==> config.mk <==
export PLATFORM = sky130hd
export DESIGN_NAME = serial_service_mux_framer
export DESIGN_NICKNAME = d
export VERILOG_FILES = /design/src/rtl/ssmf_pkg.sv /design/src/rtl/ssmf_front.sv /design/src/rtl/ssmf_queue.sv /design/src/rtl/ssmf_back.sv /design/src/rtl/serial_service_mux_framer.sv
export VERILOG_INCLUDE_DIRS = /design/src /design/src/rtl
export SDC_FILE = /design/constraint.sdc
export NUM_CORES = 1
export LEC_CHECK = 0
export BUFFER_PORTS_ARGS = -buffer_cell sky130_fd_sc_hd__buf_4
export CAP_MARGIN = 10
export CORE_MARGIN = 8
export CORE_UTILIZATION = 50
export DETAILED_ROUTE_END_ITERATION = 12
export GPL_ROUTABILITY_DRIVEN = 0
export GPL_TIMING_DRIVEN = 0
export PLACE_DENSITY = 0.75
export SETUP_SLACK_MARGIN = 0.15
export SLEW_MARGIN = 10
export SYNTH_ARGS = -nofsm -noshare
export SYNTH_HDL_FRONTEND = slang
export SYNTH_SLANG_ARGS = --single-unit
==> constraint.sdc <==
create_clock -name clk -period 6.9 [get_ports clk]
set_input_delay 1.725 -clock clk [delete_from_list [all_inputs] [get_ports clk]]
set_output_delay 1.725 -clock clk [all_outputs]
set_load 0.01 [all_outputs]
==> src/rtl/assert_macros.svh <==
// Assertion macros used by the top level of the service mux framer.
// No dependencies; include by bare file name.
`ifndef ASSERT_MACROS_SVH
`define ASSERT_MACROS_SVH

// Implication check, sampled on the rising clock edge, off while in reset
`define ASSERT_IMPLY(lbl, clk, rst_n, ante, cons, msg) \
	lbl: assert property (@(posedge clk) disable iff (!rst_n) (ante) |-> (cons)) \
		else $error(msg);

// Invariant that must hold at every edge out of reset
`define ASSERT_ALWAYS(lbl, clk, rst_n, expr, msg) \
	lbl: assert property (@(posedge clk) disable iff (!rst_n) (expr)) \
		else $error(msg);

`endif

==> src/rtl/ssmf_pkg.sv <==
// Shared types, constants and helper functions of the service mux framer.
// No dependencies.
package ssmf_pkg;

	localparam int MAX_PORTS = 8;
	localparam int PORT_W    = 3;
	localparam int CNT_W     = 4;
	localparam int Q_DEPTH   = 2;
	localparam int Q_PTR_W   = $clog2(Q_DEPTH);
	localparam int Q_CNT_W   = $clog2(Q_DEPTH + 1);

	// Error codes carried on a result
	typedef enum logic [1:0] {
		ERR_NONE      = 2'd0,
		ERR_NO_RESEND = 2'd1,
		ERR_BAD_ESC   = 2'd2,
		ERR_PORT      = 2'd3
	} err_t;

	// Configuration register indexes
	typedef enum logic [2:0] {
		CFG_ESCAPE   = 3'd0,
		CFG_FORCE_ID = 3'd1,
		CFG_FIRST_ID = 3'd2,
		CFG_LAST_ID  = 3'd3,
		CFG_FLIP     = 3'd4,
		CFG_PORTS    = 3'd5
	} cfg_idx_t;

	localparam logic [7:0]       ESCAPE_RST   = 8'hC2;
	localparam logic [7:0]       FORCE_ID_RST = 8'hC1;
	localparam logic [7:0]       FIRST_ID_RST = 8'hD0;
	localparam logic [7:0]       LAST_ID_RST  = 8'hD7;
	localparam logic [7:0]       FLIP_RST     = 8'h20;
	localparam logic [CNT_W-1:0] PORTS_RST    = CNT_W'(8);

	typedef struct packed {
		logic [7:0]       escape_byte;
		logic [7:0]       force_id_byte;
		logic [7:0]       first_id_byte;
		logic [7:0]       last_id_byte;
		logic [7:0]       flip_mask;
		logic [CNT_W-1:0] ports_in_use;
	} cfg_t;

	// One result item
	typedef struct packed {
		logic              target;
		logic [PORT_W-1:0] dest_port;
		logic [7:0]        out_byte;
		err_t              error;
	} res_t;

	// Work for the back end: one to three results of one input item
	typedef struct packed {
		logic [1:0]     cnt;
		res_t [2:0]     res;
	} act_t;

	function automatic logic is_id(input cfg_t cfg, input logic [7:0] c);
		return (c >= cfg.first_id_byte) && (c <= cfg.last_id_byte);
	endfunction

	function automatic logic is_special(input cfg_t cfg, input logic [7:0] c);
		return (c == cfg.escape_byte) || (c == cfg.force_id_byte) || is_id(cfg, c);
	endfunction

	function automatic res_t link_res(input logic [7:0] b);
		res_t r;
		r.target    = 1'b0;
		r.dest_port = '0;
		r.out_byte  = b;
		r.error     = ERR_NONE;
		return r;
	endfunction

	function automatic res_t err_res(input err_t e);
		res_t r;
		r.target    = 1'b0;
		r.dest_port = '0;
		r.out_byte  = '0;
		r.error     = e;
		return r;
	endfunction

endpackage

==> src/rtl/ssmf_front.sv <==
// Front end: accepts items, tracks link/service state, builds result groups.
// Depends on ssmf_pkg.
module ssmf_front (
	input  logic                     clk,
	input  logic                     arst_n,
	input  ssmf_pkg::cfg_t           cfg,
	input  logic                     push,
	input  logic                     full,
	input  logic                     kind,
	input  logic [ssmf_pkg::PORT_W-1:0] port,
	input  logic [7:0]               data,
	output logic                     enq,
	output ssmf_pkg::act_t           enq_act
);
	import ssmf_pkg::*;

	logic                 in_valid_q, out_valid_q, armed_q, ls_valid_q, ls_esc_q;
	logic [7:0]           in_svc_q, out_svc_q, ls_byte_q;
	logic                 in_valid_d, out_valid_d, armed_d, ls_valid_d, ls_esc_d;
	logic [7:0]           in_svc_d, out_svc_d, ls_byte_d;
	logic                 accept;
	logic [CNT_W-1:0]     port_lim;
	logic [7:0]           cc, idx, id, flip;
	act_t                 act;

	assign accept = push && !full;

	// Clamp the port count to the hardware limit
	assign port_lim = (cfg.ports_in_use > CNT_W'(MAX_PORTS)) ? CNT_W'(MAX_PORTS)
		: cfg.ports_in_use;

	// Classify the item, build its results and the next state
	always_comb begin
		in_valid_d  = in_valid_q;
		in_svc_d    = in_svc_q;
		out_valid_d = out_valid_q;
		out_svc_d   = out_svc_q;
		armed_d     = armed_q;
		ls_valid_d  = ls_valid_q;
		ls_esc_d    = ls_esc_q;
		ls_byte_d   = ls_byte_q;
		act.cnt     = 2'd0;
		act.res[0]  = link_res(8'h00);
		act.res[1]  = link_res(8'h00);
		act.res[2]  = link_res(8'h00);
		cc          = data;
		idx         = in_svc_q - cfg.first_id_byte;
		id          = cfg.first_id_byte + 8'(port);
		flip        = data ^ cfg.flip_mask;
		if (!kind) begin
			priority if (data == cfg.escape_byte) begin
				armed_d = 1'b1;
			end else if (is_id(cfg, data)) begin
				in_valid_d = 1'b1;
				in_svc_d   = data;
			end else if (data == cfg.force_id_byte) begin
				if (!ls_valid_q) begin
					act.cnt    = 2'd1;
					act.res[0] = err_res(ERR_NO_RESEND);
				end else begin
					act.res[0] = link_res(out_svc_q);
					if (ls_esc_q) begin
						act.cnt    = 2'd3;
						act.res[1] = link_res(cfg.escape_byte);
						act.res[2] = link_res(ls_byte_q);
					end else begin
						act.cnt    = 2'd2;
						act.res[1] = link_res(ls_byte_q);
					end
					ls_valid_d = 1'b0;
				end
			end else begin
				act.cnt = 2'd1;
				if (armed_q) begin
					cc      = flip;
					armed_d = 1'b0;
				end
				priority if (armed_q && !is_special(cfg, cc)) begin
					act.res[0] = err_res(ERR_BAD_ESC);
				end else if (!in_valid_q) begin
					act.res[0] = link_res(cfg.force_id_byte);
				end else if (idx >= 8'(port_lim)) begin
					act.res[0] = err_res(ERR_PORT);
				end else begin
					act.res[0].target    = 1'b1;
					act.res[0].dest_port = idx[PORT_W-1:0];
					act.res[0].out_byte  = cc;
					act.res[0].error     = ERR_NONE;
				end
			end
		end else if ({1'b0, port} >= port_lim) begin
			act.cnt    = 2'd1;
			act.res[0] = err_res(ERR_PORT);
		end else begin
			// Emit the service ID first when none was sent yet or it changed
			if (!out_valid_q || id != out_svc_q) begin
				act.res[0] = link_res(id);
				if (is_special(cfg, data)) begin
					act.cnt    = 2'd3;
					act.res[1] = link_res(cfg.escape_byte);
					act.res[2] = link_res(flip);
				end else begin
					act.cnt    = 2'd2;
					act.res[1] = link_res(data);
				end
			end else if (is_special(cfg, data)) begin
				act.cnt    = 2'd2;
				act.res[0] = link_res(cfg.escape_byte);
				act.res[1] = link_res(flip);
			end else begin
				act.cnt    = 2'd1;
				act.res[0] = link_res(data);
			end
			ls_esc_d    = is_special(cfg, data);
			ls_byte_d   = is_special(cfg, data) ? flip : data;
			ls_valid_d  = 1'b1;
			out_valid_d = 1'b1;
			out_svc_d   = id;
		end
	end

	assign enq     = accept && (act.cnt != 2'd0);
	assign enq_act = act;

	// Hold link state; advance on each accepted item
	always_ff @(posedge clk or negedge arst_n) begin
		if (!arst_n) begin
			in_valid_q  <= 1'b0;
			out_valid_q <= 1'b0;
			armed_q     <= 1'b0;
			ls_valid_q  <= 1'b0;
			ls_esc_q    <= 1'b0;
		end else if (accept) begin
			in_valid_q  <= in_valid_d;
			out_valid_q <= out_valid_d;
			armed_q     <= armed_d;
			ls_valid_q  <= ls_valid_d;
			ls_esc_q    <= ls_esc_d;
		end
	end

	always_ff @(posedge clk) begin
		if (accept) begin
			in_svc_q  <= in_svc_d;
			out_svc_q <= out_svc_d;
			ls_byte_q <= ls_byte_d;
		end
	end

endmodule

==> src/rtl/ssmf_queue.sv <==
// Short queue of result groups between the front and back ends.
// Depends on ssmf_pkg.
module ssmf_queue (
	input  logic           clk,
	input  logic           arst_n,
	input  logic           enq,
	input  ssmf_pkg::act_t enq_act,
	input  logic           deq,
	output logic           full,
	output logic           head_valid,
	output ssmf_pkg::act_t head_act,
	output logic [ssmf_pkg::Q_CNT_W-1:0] count
);
	import ssmf_pkg::*;

	act_t               mem_q [Q_DEPTH];
	logic [Q_PTR_W-1:0] wr_ptr_q, rd_ptr_q;
	logic [Q_CNT_W-1:0] cnt_q;
	logic               do_enq, do_deq;

	assign do_enq     = enq && (cnt_q != Q_CNT_W'(Q_DEPTH));
	assign do_deq     = deq && (cnt_q != '0);
	assign full       = (cnt_q == Q_CNT_W'(Q_DEPTH));
	assign head_valid = (cnt_q != '0);
	assign head_act   = mem_q[rd_ptr_q];
	assign count      = cnt_q;

	function automatic logic [Q_PTR_W-1:0] nxt(input logic [Q_PTR_W-1:0] p);
		return (p == Q_PTR_W'(Q_DEPTH - 1)) ? '0 : p + 1'b1;
	endfunction

	// Advance pointers and fill count
	always_ff @(posedge clk or negedge arst_n) begin
		if (!arst_n) begin
			wr_ptr_q <= '0;
			rd_ptr_q <= '0;
			cnt_q    <= '0;
		end else begin
			if (do_enq) wr_ptr_q <= nxt(wr_ptr_q);
			if (do_deq) rd_ptr_q <= nxt(rd_ptr_q);
			if (do_enq && !do_deq) cnt_q <= cnt_q + 1'b1;
			else if (do_deq && !do_enq) cnt_q <= cnt_q - 1'b1;
		end
	end

	// Store the entry
	always_ff @(posedge clk) begin
		if (do_enq) mem_q[wr_ptr_q] <= enq_act;
	end

endmodule

==> src/rtl/ssmf_back.sv <==
// Back end: steps a result group into the output register, one result per cycle
// while that register is empty or popped. Depends on ssmf_pkg.
module ssmf_back (
	input  logic           clk,
	input  logic           arst_n,
	input  logic           head_valid,
	input  ssmf_pkg::act_t head_act,
	output logic           deq,
	input  logic           pop,
	output logic           empty,
	output ssmf_pkg::res_t res,
	output logic           last
);
	import ssmf_pkg::*;

	logic [1:0] idx_q;
	logic       ovalid_q;
	res_t       res_q;
	logic       last_q;
	logic       load, at_last;

	assign load    = head_valid && (!ovalid_q || pop);
	assign at_last = (idx_q == head_act.cnt - 2'd1);
	assign deq     = load && at_last;
	assign empty   = !ovalid_q;
	assign res     = res_q;
	assign last    = last_q;

	// Step the result index; free the group after its last result
	always_ff @(posedge clk or negedge arst_n) begin
		if (!arst_n) begin
			idx_q    <= '0;
			ovalid_q <= 1'b0;
		end else begin
			if (load) begin
				ovalid_q <= 1'b1;
				idx_q    <= at_last ? 2'd0 : idx_q + 2'd1;
			end else if (pop) begin
				ovalid_q <= 1'b0;
			end
		end
	end

	// Load the output register
	always_ff @(posedge clk) begin
		if (load) begin
			res_q  <= head_act.res[idx_q];
			last_q <= at_last;
		end
	end

endmodule

==> src/rtl/serial_service_mux_framer.sv <==
// Top level of the serial service mux framer: configuration registers and the
// front end, group queue and back end. Depends on ssmf_pkg and assert_macros.svh.
//
// Usage: an item is taken on every cycle that push is high and full is low; the
// front end classifies it in that cycle and files its one to three results as a
// group into a two-entry queue (items that give no result file nothing). The
// back end moves one result per cycle into the output register while that
// register is empty or popped, and the first result reaches the result ports
// through the queue entry and then the output register. Full rises only while
// both queue entries wait behind the output register.
`include "assert_macros.svh"

module serial_service_mux_framer (
	input  logic                     clk,
	input  logic                     arst_n,
	input  logic                     wr_en,
	input  logic [2:0]               wr_index,
	input  logic [7:0]               wr_data,
	input  logic                     push,
	output logic                     full,
	input  logic                     kind,
	input  logic [ssmf_pkg::PORT_W-1:0] port,
	input  logic [7:0]               data,
	output logic                     empty,
	input  logic                     pop,
	output logic                     target,
	output logic [ssmf_pkg::PORT_W-1:0] dest_port,
	output logic [7:0]               out_byte,
	output logic [1:0]               error,
	output logic                     last
);
	import ssmf_pkg::*;

	cfg_t               cfg_q;
	logic               enq, deq, head_valid;
	act_t               enq_act, head_act;
	res_t               res;
	logic [Q_CNT_W-1:0] q_count;

	// Write configuration registers
	always_ff @(posedge clk or negedge arst_n) begin
		if (!arst_n) begin
			cfg_q.escape_byte   <= ESCAPE_RST;
			cfg_q.force_id_byte <= FORCE_ID_RST;
			cfg_q.first_id_byte <= FIRST_ID_RST;
			cfg_q.last_id_byte  <= LAST_ID_RST;
			cfg_q.flip_mask     <= FLIP_RST;
			cfg_q.ports_in_use  <= PORTS_RST;
		end else if (wr_en) begin
			unique case (cfg_idx_t'(wr_index))
				CFG_ESCAPE:   cfg_q.escape_byte   <= wr_data;
				CFG_FORCE_ID: cfg_q.force_id_byte <= wr_data;
				CFG_FIRST_ID: cfg_q.first_id_byte <= wr_data;
				CFG_LAST_ID:  cfg_q.last_id_byte  <= wr_data;
				CFG_FLIP:     cfg_q.flip_mask     <= wr_data;
				CFG_PORTS:    cfg_q.ports_in_use  <= wr_data[CNT_W-1:0];
				default: ;
			endcase
		end
	end

	ssmf_front u_front (
		.clk     (clk),
		.arst_n  (arst_n),
		.cfg     (cfg_q),
		.push    (push),
		.full    (full),
		.kind    (kind),
		.port    (port),
		.data    (data),
		.enq     (enq),
		.enq_act (enq_act)
	);

	ssmf_queue u_queue (
		.clk        (clk),
		.arst_n     (arst_n),
		.enq        (enq),
		.enq_act    (enq_act),
		.deq        (deq),
		.full       (full),
		.head_valid (head_valid),
		.head_act   (head_act),
		.count      (q_count)
	);

	ssmf_back u_back (
		.clk        (clk),
		.arst_n     (arst_n),
		.head_valid (head_valid),
		.head_act   (head_act),
		.deq        (deq),
		.pop        (pop),
		.empty      (empty),
		.res        (res),
		.last       (last)
	);

	assign target    = res.target;
	assign dest_port = res.dest_port;
	assign out_byte  = res.out_byte;
	assign error     = res.error;

	// An error result stands alone and carries no byte
	`ASSERT_IMPLY(a_err_alone, clk, arst_n, !empty && (error != ERR_NONE),
		last && (out_byte == 8'h00) && !target, "error result not alone or carries a byte")
	// A byte routed to a local port never carries an error
	`ASSERT_IMPLY(a_port_clean, clk, arst_n, !empty && target,
		error == ERR_NONE, "local port result carries an error")
	// The queue never holds more groups than its depth
	`ASSERT_ALWAYS(a_q_bound, clk, arst_n, q_count <= Q_CNT_W'(Q_DEPTH),
		"group queue overfilled")
	// A group is only filed when the queue has room
	`ASSERT_IMPLY(a_no_enq_full, clk, arst_n, enq, !full, "group filed into full queue")

endmodule
==> results of run 1 <==
==> report_power, final <==
| group | total (mW) | switching (mW) | internal, mW |
|---|---|---|---|
| Combinational | 1.32 | 0.744 | 0.579 |
| Clock | 0.981 | 0.403 | 0.578 |
| Sequential | 1.48 | 0.136 | 1.35 |
| Total | 3.79 | 1.28 | 2.50 |
==> worst paths after layout <==
path                                                       from                               to  slack (ns)
worst max-delay path                                    data[5]    u_queue.mem_q[1][4]$_DFFE_PP_        1.64
worst min-delay path            u_front.out_valid_q$_DFFE_PN0P_  u_front.out_valid_q$_DFFE_PN0P_        0.48
worst max register to register            cfg_q[27]$_DFFE_PN1P_    u_queue.mem_q[1][4]$_DFFE_PP_        2.35
worst min register to register  u_front.out_valid_q$_DFFE_PN0P_  u_front.out_valid_q$_DFFE_PN0P_        0.48
max in group asynchronous                                arst_n             cfg_q[6]$_DFFE_PN0P_        5.03
min in group asynchronous                                arst_n     u_queue.count[1]$_DFFE_PN0P_        1.34
==> critical path: stages <==
cell      delay (ns)
buf_4           0.13
buf_2           0.19
xor2_1          0.18
nor4_1          0.74
nand2_1         0.22
nand3_1         0.19
buf_4           0.22
buf_2           0.26
inv_1           0.07
ha_1            0.29
a21oi_1         0.29
o21bai_2        0.21
nor2_4          0.43
buf_16          0.22
==> routing by layer <==
metal,track usage (%),part of all wire (%),vias up
li1,-,-,2983
met1,25.1,45,3057
met2,31.1,47,202
met3,4.12,5.5,31
met4,7.52,2.5,0
met5,0,0,-
==> kinds of logic (layout without fill, tap and decap cells) <==
kind of cell               Yosys count  in the layout  synth area share [%]
DFF                                159            159                  49.6
xor gates and xnor gates            81             81                  8.34
muxes                               71             71                  9.40
adders and majority gates           53             53                  7.45
AOI/OAI and AO/OA                  149            149                  11.1
buffers and inverters               97            175                  4.34
and+or+nand+nor                    179            179                  9.77
==> metrics by stage <==
step | std cells | worst slack (ns) | utilization [%]
detailed placement | 1064 | 1.26 | 54.8
global placement | 1059 | -0.115 | 54.2
CTS | 1096 | 1.69 | 58.2
global route | 1096 | 1.46 | 58.2
floorplan | 789 | 1.10 | -
finish | 1096 | 1.64 | 58.2
==> sequential cells by signal (all words and copies together), names as in the netlist, 2 cells and up <==
register,flops
cfg_q,44
u_back.idx_q,2
u_back.res,14
u_front.in_svc_q,8
u_front.ls_byte_q,8
u_front.out_svc_q,8
u_queue.count,2
u_queue.mem_q,64
==> cells in the mapped netlist, drive strengths merged, types with 2 or more instances <==
library cell	count
a211oi	3
a21o	4
a21oi	28
a22o	2
a2bb2oi	9
and2	4
and4	2
and4b	2
buf	16
clkbuf	15
dfrtp	39
dfstp	17
edfxtp	103
fa	2
ha	51
inv	66
mux2	36
mux2i	27
mux4	8
nand2	66
nand2b	5
nand3	22
nand3b	2
nand4	10
nor2	38
nor2b	7
nor3	6
nor3b	2
nor4	5
o2111ai	3
o21ai	64
o221ai	8
o22ai	10
o41ai	2
or2	3
or3	2
xnor2	56
xnor3	2
xor2	23
==> area by class of cell <==
class	count	area share [%]
sequential	159	43.3
multi-input combinational	533	40.6
clock buffer	19	4.15
timing repair buffer	46	3.70
tap	229	2.75
inverter	66	2.38
clock inverter	13	1.74
buffer	31	1.42
==> cells in the final DEF, fill, tap and decap left out, drive strengths merged, types with 5 or more instances in the layout <==
cell	n
nor2	38
edfxtp	103
dfrtp	39
nand2	66
inv	70
clkbuf	34
mux4	8
ha	51
nand2b	5
xnor2	56
a21oi	28
buf	62
xor2	23
nor4	5
o22ai	10
mux2i	27
nand4	10
nor2b	7
nand3	22
dfstp	17
o21ai	64
a2bb2oi	9
o221ai	8
nor3	6
mux2	36
==> results.py, run 1 <==
metrics = {
    "placement": {
        "placed_cell_area_um2": 9810,
        "dp.final_hpwl_um": 15900,
        "numPortBuffers": 41,
    },
    "sta": {
        "worstMarginPinSlew_ns": 0.904,
        "period_share_pct": 76.2,
        "fin_crit_ns": 5.26,
        "skew_ns": 0.00828,
        "holdWs_ns": 0.480,
        "slew_violations": 0,
        "fin_tns_setup_ns": 0,
        "rsz0062_at_grt": "no",
        "maxSlewHeadroom_pct": 39.1,
        "setup-violations-final": 0,
        "hold_violations": 0,
        "timing.fmax_ghz": 0.190,
    },
    "synth": {
        "ys_warn_count": 0,
        "synthDistinctLibCells": 78,
        "avgSynthCellArea_um2": 11.5,
        "syn_area_um2": 9110,
        "yosysTopAreaCellShare_pct": 34.0,
        "synth_nets": 870,
        "ys.flop_type": "edfxtp_1",
        "synth_edf_count": 103,
        "synthArstFlopShare_pct": 35.2,
        "yosys.area.top_type": "edfxtp_1",
        "seq_area_frac_synth_pct": 49.6,
        "synth.area.top_cells": "edfxtp_1, dfrtp_1, ha_1",
        "ys_ff_latch": 159,
        "synth_cells": 789,
    },
    "final_layout": {
        "register_area_um2": 4520,
        "design_area_um2": 10400,
        "multi_input_area_um2": 4230,
        "drive_above_1_share_pct": 21.2,
        "n_antenna_cell": 0,
        "final_nets": 935,
        "synthToLayoutAreaGrowth_pct": 14.5,
        "nFillCells": 1470,
    },
    "global_routing": {
        "grt_max_degree": 57,
        "grt_use_total_pct": 19.3,
        "antenna_found_initial": 0,
        "grt_pass1_wl_um": 33300,
        "grt_overflow": 0,
        "grt_pass1_vias": 6205,
    },
    "detailed_routing": {
        "first_pass_iters": 5,
        "wl_per_cell_um": 19.2,
        "drt-total-wl_um": 21000,
        "via_count": 6273,
        "dr.first_iter.drc_count": 437,
        "drtAntennaViolNets": 0,
        "viasPerCell": 5.72,
        "drc": 0,
    },
    "job": {
        "cap_violations": 0,
    },
    "floorplan": {
        "die_w_um": 151,
        "dieArea_um2": 22800,
        "num_io_pins": 45,
        "core_area_um2": 17900,
        "rows": 49,
        "start_util_pct": 50.9,
        "chipHeight_um": 151,
    },
    "outcome": {
        "status": "complete, no violations",
    },
    "critical_path": {
        "path_class": "input pin to flop",
        "critPathRequiredTime_ns": 7.03,
        "end_kind": "flop",
        "setup.worst_path.start_class": "input pin",
        "crit_arrival_ns": 5.40,
        "crit_fanout": 19,
        "reg2regPathDepth": 16,
    },
    "clock_network": {
        "cts_sinks": 159,
        "cts_tree": "built",
        "cts-buffers-inserted": 17,
        "cts.clk_slew.worst_paths_ns": 0.06,
        "cts_root_buf": "clkbuf_16",
        "cts_max_level": 4,
        "cts-hold-fix-buffers": 0,
        "clock_latency_ns": 0.43,
        "post_cts_buffers": 0,
        "post_cts_resized": 0,
        "clock_path_buffers": 2,
    },
    "worst_hold_path": {
        "hold_class": "flop to flop",
        "hold_depth": 1,
    },
    "power": {
        "peakVddDrop_v": 0.000299,
        "power_mw": 3.79,
        "power.density_nw_per_um2": 363,
        "leakagePower_nw": 4.11,
    },
}
(Power assumes the default switching activity.)
==> run 2, diff against run 1 <==
Settings changed: ABC_AREA from default to 1.
Clock period 6.9 ns to 4.9 ns, I/O delays scaled along.
==> results.py, run 2 <==
metrics = {
    "outcome": {
        "status": "complete, no violations",
    },
    "clock_network": {
        "cts.clk_slew.worst_paths_ns": 0.06,
        "cts_root_buf": "clkbuf_16",
        "clock_path_buffers": 2,
        "post_cts_buffers": 0,
        "cts-buffers-inserted": 17,
        "cts-hold-fix-buffers": 0,
        "cts_max_level": 4,
        "cts_tree": "built",
        "clock_latency_ns": 0.43,
        "cts_sinks": 159,
        "post_cts_resized": 0,
    },
    "power": {
        "power.density_nw_per_um2": 485,
        "leakagePower_nw": 5.05,
        "peakVddDrop_v": 0.000274,
    },
    "final_layout": {
        "final_nets": 1294,
        "n_antenna_cell": 0,
        "layout_common_cells": "nand2_1, inv_1, edfxtp_1",
        "layout_commonest_cell": "nand2_1",
        "synthToLayoutAreaGrowth_pct": 13.8,
        "drive_above_1_share_pct": 12.6,
        "regMostFlops": "u_queue.mem_q",
        "largest_reg_flops": 64,
    },
    "global_routing": {
        "grt_use_total_pct": 20.4,
        "grt_overflow": 0,
        "grt_pass1_wl_um": 38400,
        "antenna_found_initial": 0,
        "grt_max_degree": 57,
        "grt_pass1_vias": 7536,
    },
    "critical_path": {
        "critPathBufInv": 6,
        "path_class": "input pin to flop",
        "critical_path.max_stage_delay_ns": 0.41,
        "reg2regPathDepth": 21,
        "worst_path_max_delay_cell": "fa_1",
        "end_kind": "flop",
        "path_delay_family": "simple AND/OR/NAND/NOR gates",
        "crit_cells": 25,
        "crit_arrival_ns": 4.49,
        "cpMostUsedCell": "nand2_1",
        "critPathRequiredTime_ns": 5.21,
        "crit_fanout": 10,
        "setup.worst_path.start_class": "input pin",
    },
    "floorplan": {
        "num_io_pins": 45,
        "die_w_um": 154,
        "chipHeight_um": 154,
        "start_util_pct": 50.8,
        "core_area_um2": 18600,
        "dieArea_um2": 23600,
        "rows": 50,
    },
    "sta": {
        "fin_ws_ns": 0.715,
        "fin_crit_ns": 4.18,
        "worstMarginPinSlew_ns": 0.941,
        "slew_violations": 0,
        "maxSlewHeadroom_pct": 36.6,
        "setup-violations-final": 0,
        "hold_violations": 0,
        "rsz0062_at_grt": "no",
        "period_share_pct": 85.4,
        "holdWs_ns": 0.479,
        "timing.fmax_ghz": 0.239,
        "skew_ns": 0.0104,
    },
    "placement": {
        "dp.final_hpwl_um": 18000,
        "numPortBuffers": 44,
        "dp_slack_ns": -0.173,
    },
    "synth": {
        "synth.area.top_cells": "edfxtp_1, nand2_1, dfrtp_1",
        "ys.flop_type": "edfxtp_1",
        "avgSynthCellArea_um2": 8.26,
        "synth_nets": 1227,
        "ys_ff_latch": 159,
        "yosysTopAreaCellShare_pct": 32.7,
        "synthDistinctLibCells": 43,
        "seq_area_frac_synth_pct": 47.7,
        "synth_most_common_cell": "nand2_1",
        "yosys.area.top_type": "edfxtp_1",
        "synth_cells": 1146,
        "ys_warn_count": 0,
        "netlist_top_cells_count": "nand2_1, inv_1, edfxtp_1, o21ai_0, nor2_1",
        "synthArstFlopShare_pct": 35.2,
        "syn_area_um2": 9470,
        "synth_edf_count": 103,
    },
    "worst_hold_path": {
        "hold_depth": 2,
        "hold_class": "flop to flop",
    },
    "detailed_routing": {
        "drt-total-wl_um": 23600,
        "drc": 0,
        "viasPerCell": 5.43,
        "via_count": 7931,
        "wl_per_cell_um": 16.2,
        "first_pass_iters": 5,
        "dr.first_iter.drc_count": 699,
        "drtAntennaViolNets": 0,
    },
    "job": {
        "cap_violations": 0,
    },
}
==> run 2: cell count changes in the layout (fill, tap and decap cells not counted), sizes merged, moves of 8 or more <==
cell | before | now
mux4 | 8 | 0
mux2i | 27 | 1
inv | 70 | 157
a2bb2oi | 9 | 0
o21ai | 64 | 104
nand2 | 66 | 364
xor2 | 23 | 9
mux2 | 36 | 0
nor2 | 38 | 94
xnor2 | 56 | 2
o22ai | 10 | 2
nand4 | 10 | 35
nand3 | 22 | 75
==> run 2: cells by family (layout without fill, tap and decap cells) <==
group                    count (synthesis)  after routing  synth area share (%)
multiplexers                             1              1                 0.106
XOR/XNOR                                11             11                  1.10
buffers and inverters                  184            264                  8.03
AND/OR/NAND/NOR                        579            579                  26.6
flip-flops                             159            159                  47.7
adder cells (fa/ha/maj)                 53             53                  7.16
AO/OA/AOI/OAI                          159            159                  9.35
==> run 2: power breakdown <==
group | switching, mW | internal (mW)
sequential | 0.178 | 1.87
clock | 0.551 | 0.807
combinational | 1.19 | 0.631
total | 1.92 | 3.30
==> run 2: worst register-to-register path: cells and delay by family (launching register included) <==
| kind | cells | cell delay [ns] |
|---|---|---|
| AOI/OAI and AO/OA | 2 | 0.23 |
| xor gates and xnor gates | 1 | 0.15 |
| adders and majority gates | 3 | 0.77 |
| buffers and inverters | 5 | 0.51 |
| DFF | 1 | 0.57 |
| and+or+nand+nor | 10 | 1.54 |
==> run 2: final cells by class <==
class,count,area [um^2]
fill,1666,7860
sequential,159,4520
multi-input combinational,803,4210
inverter,158,596
clock buffer,20,437
timing repair buffer,48,404
tap,234,293
buffer,26,165
clock inverter,12,159
==> run 2: per-layer routing <==
metal  share of wire (%)  vias to the layer above  global-route usage, %
met5                   0                        -                      0
met4                 2.6                        0                   7.79
met3                 6.1                       42                   3.81
met2                  46                      267                   32.9
met1                  45                     3680                   27.0
li1                    -                     3942                      -
==> run 2: stage by stage <==
| stage | area [um^2] | util, % | instances | setup TNS [ns] | power [mW] |
|---|---|---|---|---|---|
| floorplan | 9470 | - | 1146 | 0 | 3.23 |
| global placement | 10100 | 54.2 | 1424 | -18.69 | 3.76 |
| detailed placement | 10200 | 54.5 | 1427 | -5.47 | 3.86 |
| CTS | 10700 | 57.7 | 1459 | 0 | 5.22 |
| global route | 10800 | 57.8 | 1460 | 0 | 5.56 |
| finish | 10800 | 57.8 | 1460 | 0 | 5.23 |
==> run 2: worst paths after layout <==
| path | slack [ns] | from | endpoint |
|---|---|---|---|
| worst max-delay path | 0.72 | port[0] | u_queue.count[1]$_DFFE_PN0P_ |
| max in group asynchronous | 3.54 | arst_n | cfg_q[17]$_DFFE_PN0P_ |
| worst min-delay path | 0.48 | u_front.out_valid_q$_DFFE_PN0P_ | u_front.out_valid_q$_DFFE_PN0P_ |
| worst max register to register | 0.98 | cfg_q[26]$_DFFE_PN1P_ | u_queue.count[1]$_DFFE_PN0P_ |
| worst min register to register | 0.48 | u_front.out_valid_q$_DFFE_PN0P_ | u_front.out_valid_q$_DFFE_PN0P_ |
| min in group asynchronous | 0.84 | arst_n | u_queue.count[1]$_DFFE_PN0P_ |
==> run 3, diff against run 2 <==
Settings changed: CORE_UTILIZATION 50 to 45, CTS_BUF_LIST from default to sky130_fd_sc_hd__clkbuf_8, PLACE_DENSITY 0.75 to 0.69.
==> results.py, run 3 (synthesis gave the netlist of run 2 again) <==
metrics = {
    "outcome": {
        "status": "complete, no violations",
    },
    "sta": {
        "worstMarginPinSlew_ns": 1.02,
        "setup-violations-final": 0,
        "fin_crit_ns": 4.14,
        "fin_tns_setup_ns": 0,
        "timing.fmax_ghz": 0.241,
        "rsz0062_at_grt": "no",
        "skew_ns": 0.0131,
        "slew_violations": 0,
        "period_share_pct": 84.5,
        "maxSlewHeadroom_pct": 31.5,
        "hold_violations": 0,
        "fin_ws_ns": 0.758,
    },
    "critical_path": {
        "setup.worst_path.start_class": "input pin",
        "worst_path_max_delay_cell": "ha_1",
        "crit_arrival_ns": 4.48,
        "reg2reg_slack_ns": 1.04,
        "rr_endpoint": "u_queue.count[1]$_DFFE_PN0P_",
        "reg2regPathDepth": 24,
        "path_class": "input pin to flop",
        "r2r_start": "cfg_q[20]$_DFFE_PN0P_",
        "crit_chain": "buf_4 > ha_1 > a21oi_1 > o21ai_0 > nand2_1 > nand3_1 > nand2_1 > nand2_1 > nand2_2 > inv_2 > buf_2 > ha_1 > or2_2 > nand2_1 > inv_1 > nand2_1 > nand2_1 > inv_1 > ha_1 > a21oi_1 > o21ai_0 > xor2_1",
        "end_kind": "flop",
        "cpMostUsedCell": "nand2_1",
        "crit_fanout": 10,
        "critical_path.max_stage_delay_ns": 0.33,
        "critPathRequiredTime_ns": 5.24,
    },
    "power": {
        "leakagePower_nw": 4.97,
        "combPwrFrac_pct": 37.6,
        "peakVddDrop_v": 0.000281,
        "swShare_pct": 38.7,
        "power.density_nw_per_um2": 456,
        "seqPwrFrac_pct": 42.0,
        "power_frac_clock_pct": 20.4,
        "power.internal_mw": 2.98,
        "p_switching_mw": 1.88,
    },
    "worst_hold_path": {
        "hold_class": "flop to flop",
        "hp-start": "u_front.out_valid_q$_DFFE_PN0P_",
        "hold_depth": 2,
        "hold-path-endpoint": "u_front.out_valid_q$_DFFE_PN0P_",
    },
    "final_layout": {
        "largest_reg_flops": 64,
        "layout_common_cells": "nand2_1, inv_1, edfxtp_1",
        "final_core_util_pct": 51.1,
        "drive_above_1_share_pct": 12.6,
        "final_nets": 1294,
        "n_antenna_cell": 0,
        "regMostFlops": "u_queue.mem_q",
        "synthToLayoutAreaGrowth_pct": 12.3,
        "layout_commonest_cell": "nand2_1",
    },
    "clock_network": {
        "cts_root_buf": "clkbuf_8",
        "cts-hold-fix-buffers": 0,
        "cts_sinks": 159,
        "cts_max_level": 4,
        "cts.clk_slew.worst_paths_ns": 0.09,
        "cts_tree": "built",
        "clock_latency_ns": 0.46,
        "clock_path_buffers": 2,
        "cts-buffers-inserted": 17,
        "post_cts_resized": 0,
        "post_cts_buffers": 0,
    },
    "floorplan": {
        "num_io_pins": 45,
        "dieArea_um2": 25900,
        "rows": 53,
        "chipHeight_um": 161,
        "die_w_um": 161,
        "start_util_pct": 45.5,
        "core_area_um2": 20800,
    },
    "global_routing": {
        "grt_pass1_vias": 7433,
        "grt_pass1_wl_um": 38100,
        "grt_use_total_pct": 18.5,
        "grt_max_degree": 57,
        "grt_overflow": 0,
        "antenna_found_initial": 0,
    },
    "placement": {
        "dp.final_hpwl_um": 18200,
        "dp_slack_ns": -0.162,
        "numPortBuffers": 44,
    },
    "detailed_routing": {
        "wl_per_cell_um": 15.9,
        "top_layer": "met4",
        "wl_met2_um": 11000,
        "first_pass_iters": 8,
        "dr.first_iter.drc_count": 766,
        "via_count": 7812,
        "met1_length_um": 10800,
        "viasPerCell": 5.20,
        "drtAntennaViolNets": 0,
        "drc": 0,
        "wl_met3_um": 1510,
        "drt-total-wl_um": 23900,
    },
    "job": {
        "cap_violations": 0,
    },
}
run 3: worst max-delay path by stage:
stage	start	endpoint	cells past startpoint
floorplan	port[0]	u_queue.mem_q[1][0]$_DFFE_PP_	20
global placement	port[0]	u_queue.mem_q[1][32]$_DFFE_PP_	21
detailed placement	port[0]	u_queue.mem_q[0][32]$_DFFE_PP_	21
CTS	data[3]	u_queue.mem_q[0][4]$_DFFE_PP_	18
global route	port[0]	u_queue.count[1]$_DFFE_PN0P_	25
finish	data[3]	u_queue.count[1]$_DFFE_PN0P_	22
run 3: power by group through the flow:
stage / Sequential, mW / Clock [mW] / Combinational, mW
after floorplan: 2.04 / 0 / 1.19
after global placement: 2.06 / 0 / 1.72
after detailed placement: 2.06 / 0 / 1.80
after CTS: 2.04 / 1.00 / 1.81
after global routing: 2.07 / 1.06 / 2.06
final: 2.04 / 0.991 / 1.82
run 3: area by class of cell:
class	instances	area, um^2
Sequential cell	159	4520
Clock inverter	13	133
Buffer	26	165
Clock buffer	19	262
Inverter	158	596
Tap cell	275	344
Fill cell	1999	10200
Multi-Input combinational cell	803	4210
Timing Repair Buffer	48	408
run 3: metrics by stage:
stage	instances	area [um^2]	hold WS, ns	power, mW
after floorplan	1146	9470	0.422	3.23
after global placement	1465	10100	0.439	3.78
after detailed placement	1468	10200	0.447	3.87
after CTS	1500	10600	0.470	4.85
after global routing	1501	10600	0.506	5.19
final	1501	10600	0.466	4.85
run 3: layer usage:
layer,up-vias,GRT usage [%]
li1,3926,-
met1,3605,24.2
met2,250,30.2
met3,31,3.79
met4,0,6.06
met5,-,0
run 3: critical path, delay by kind of cell:
| kind | cells | cell delay, ns |
|---|---|---|
| buffers and inverters | 5 | 0.54 |
| XOR/XNOR | 1 | 0.15 |
| adder cells (fa/ha/maj) | 3 | 0.77 |
| AO/OA/AOI/OAI | 4 | 0.51 |
| AND/OR/NAND/NOR | 9 | 1.27 |
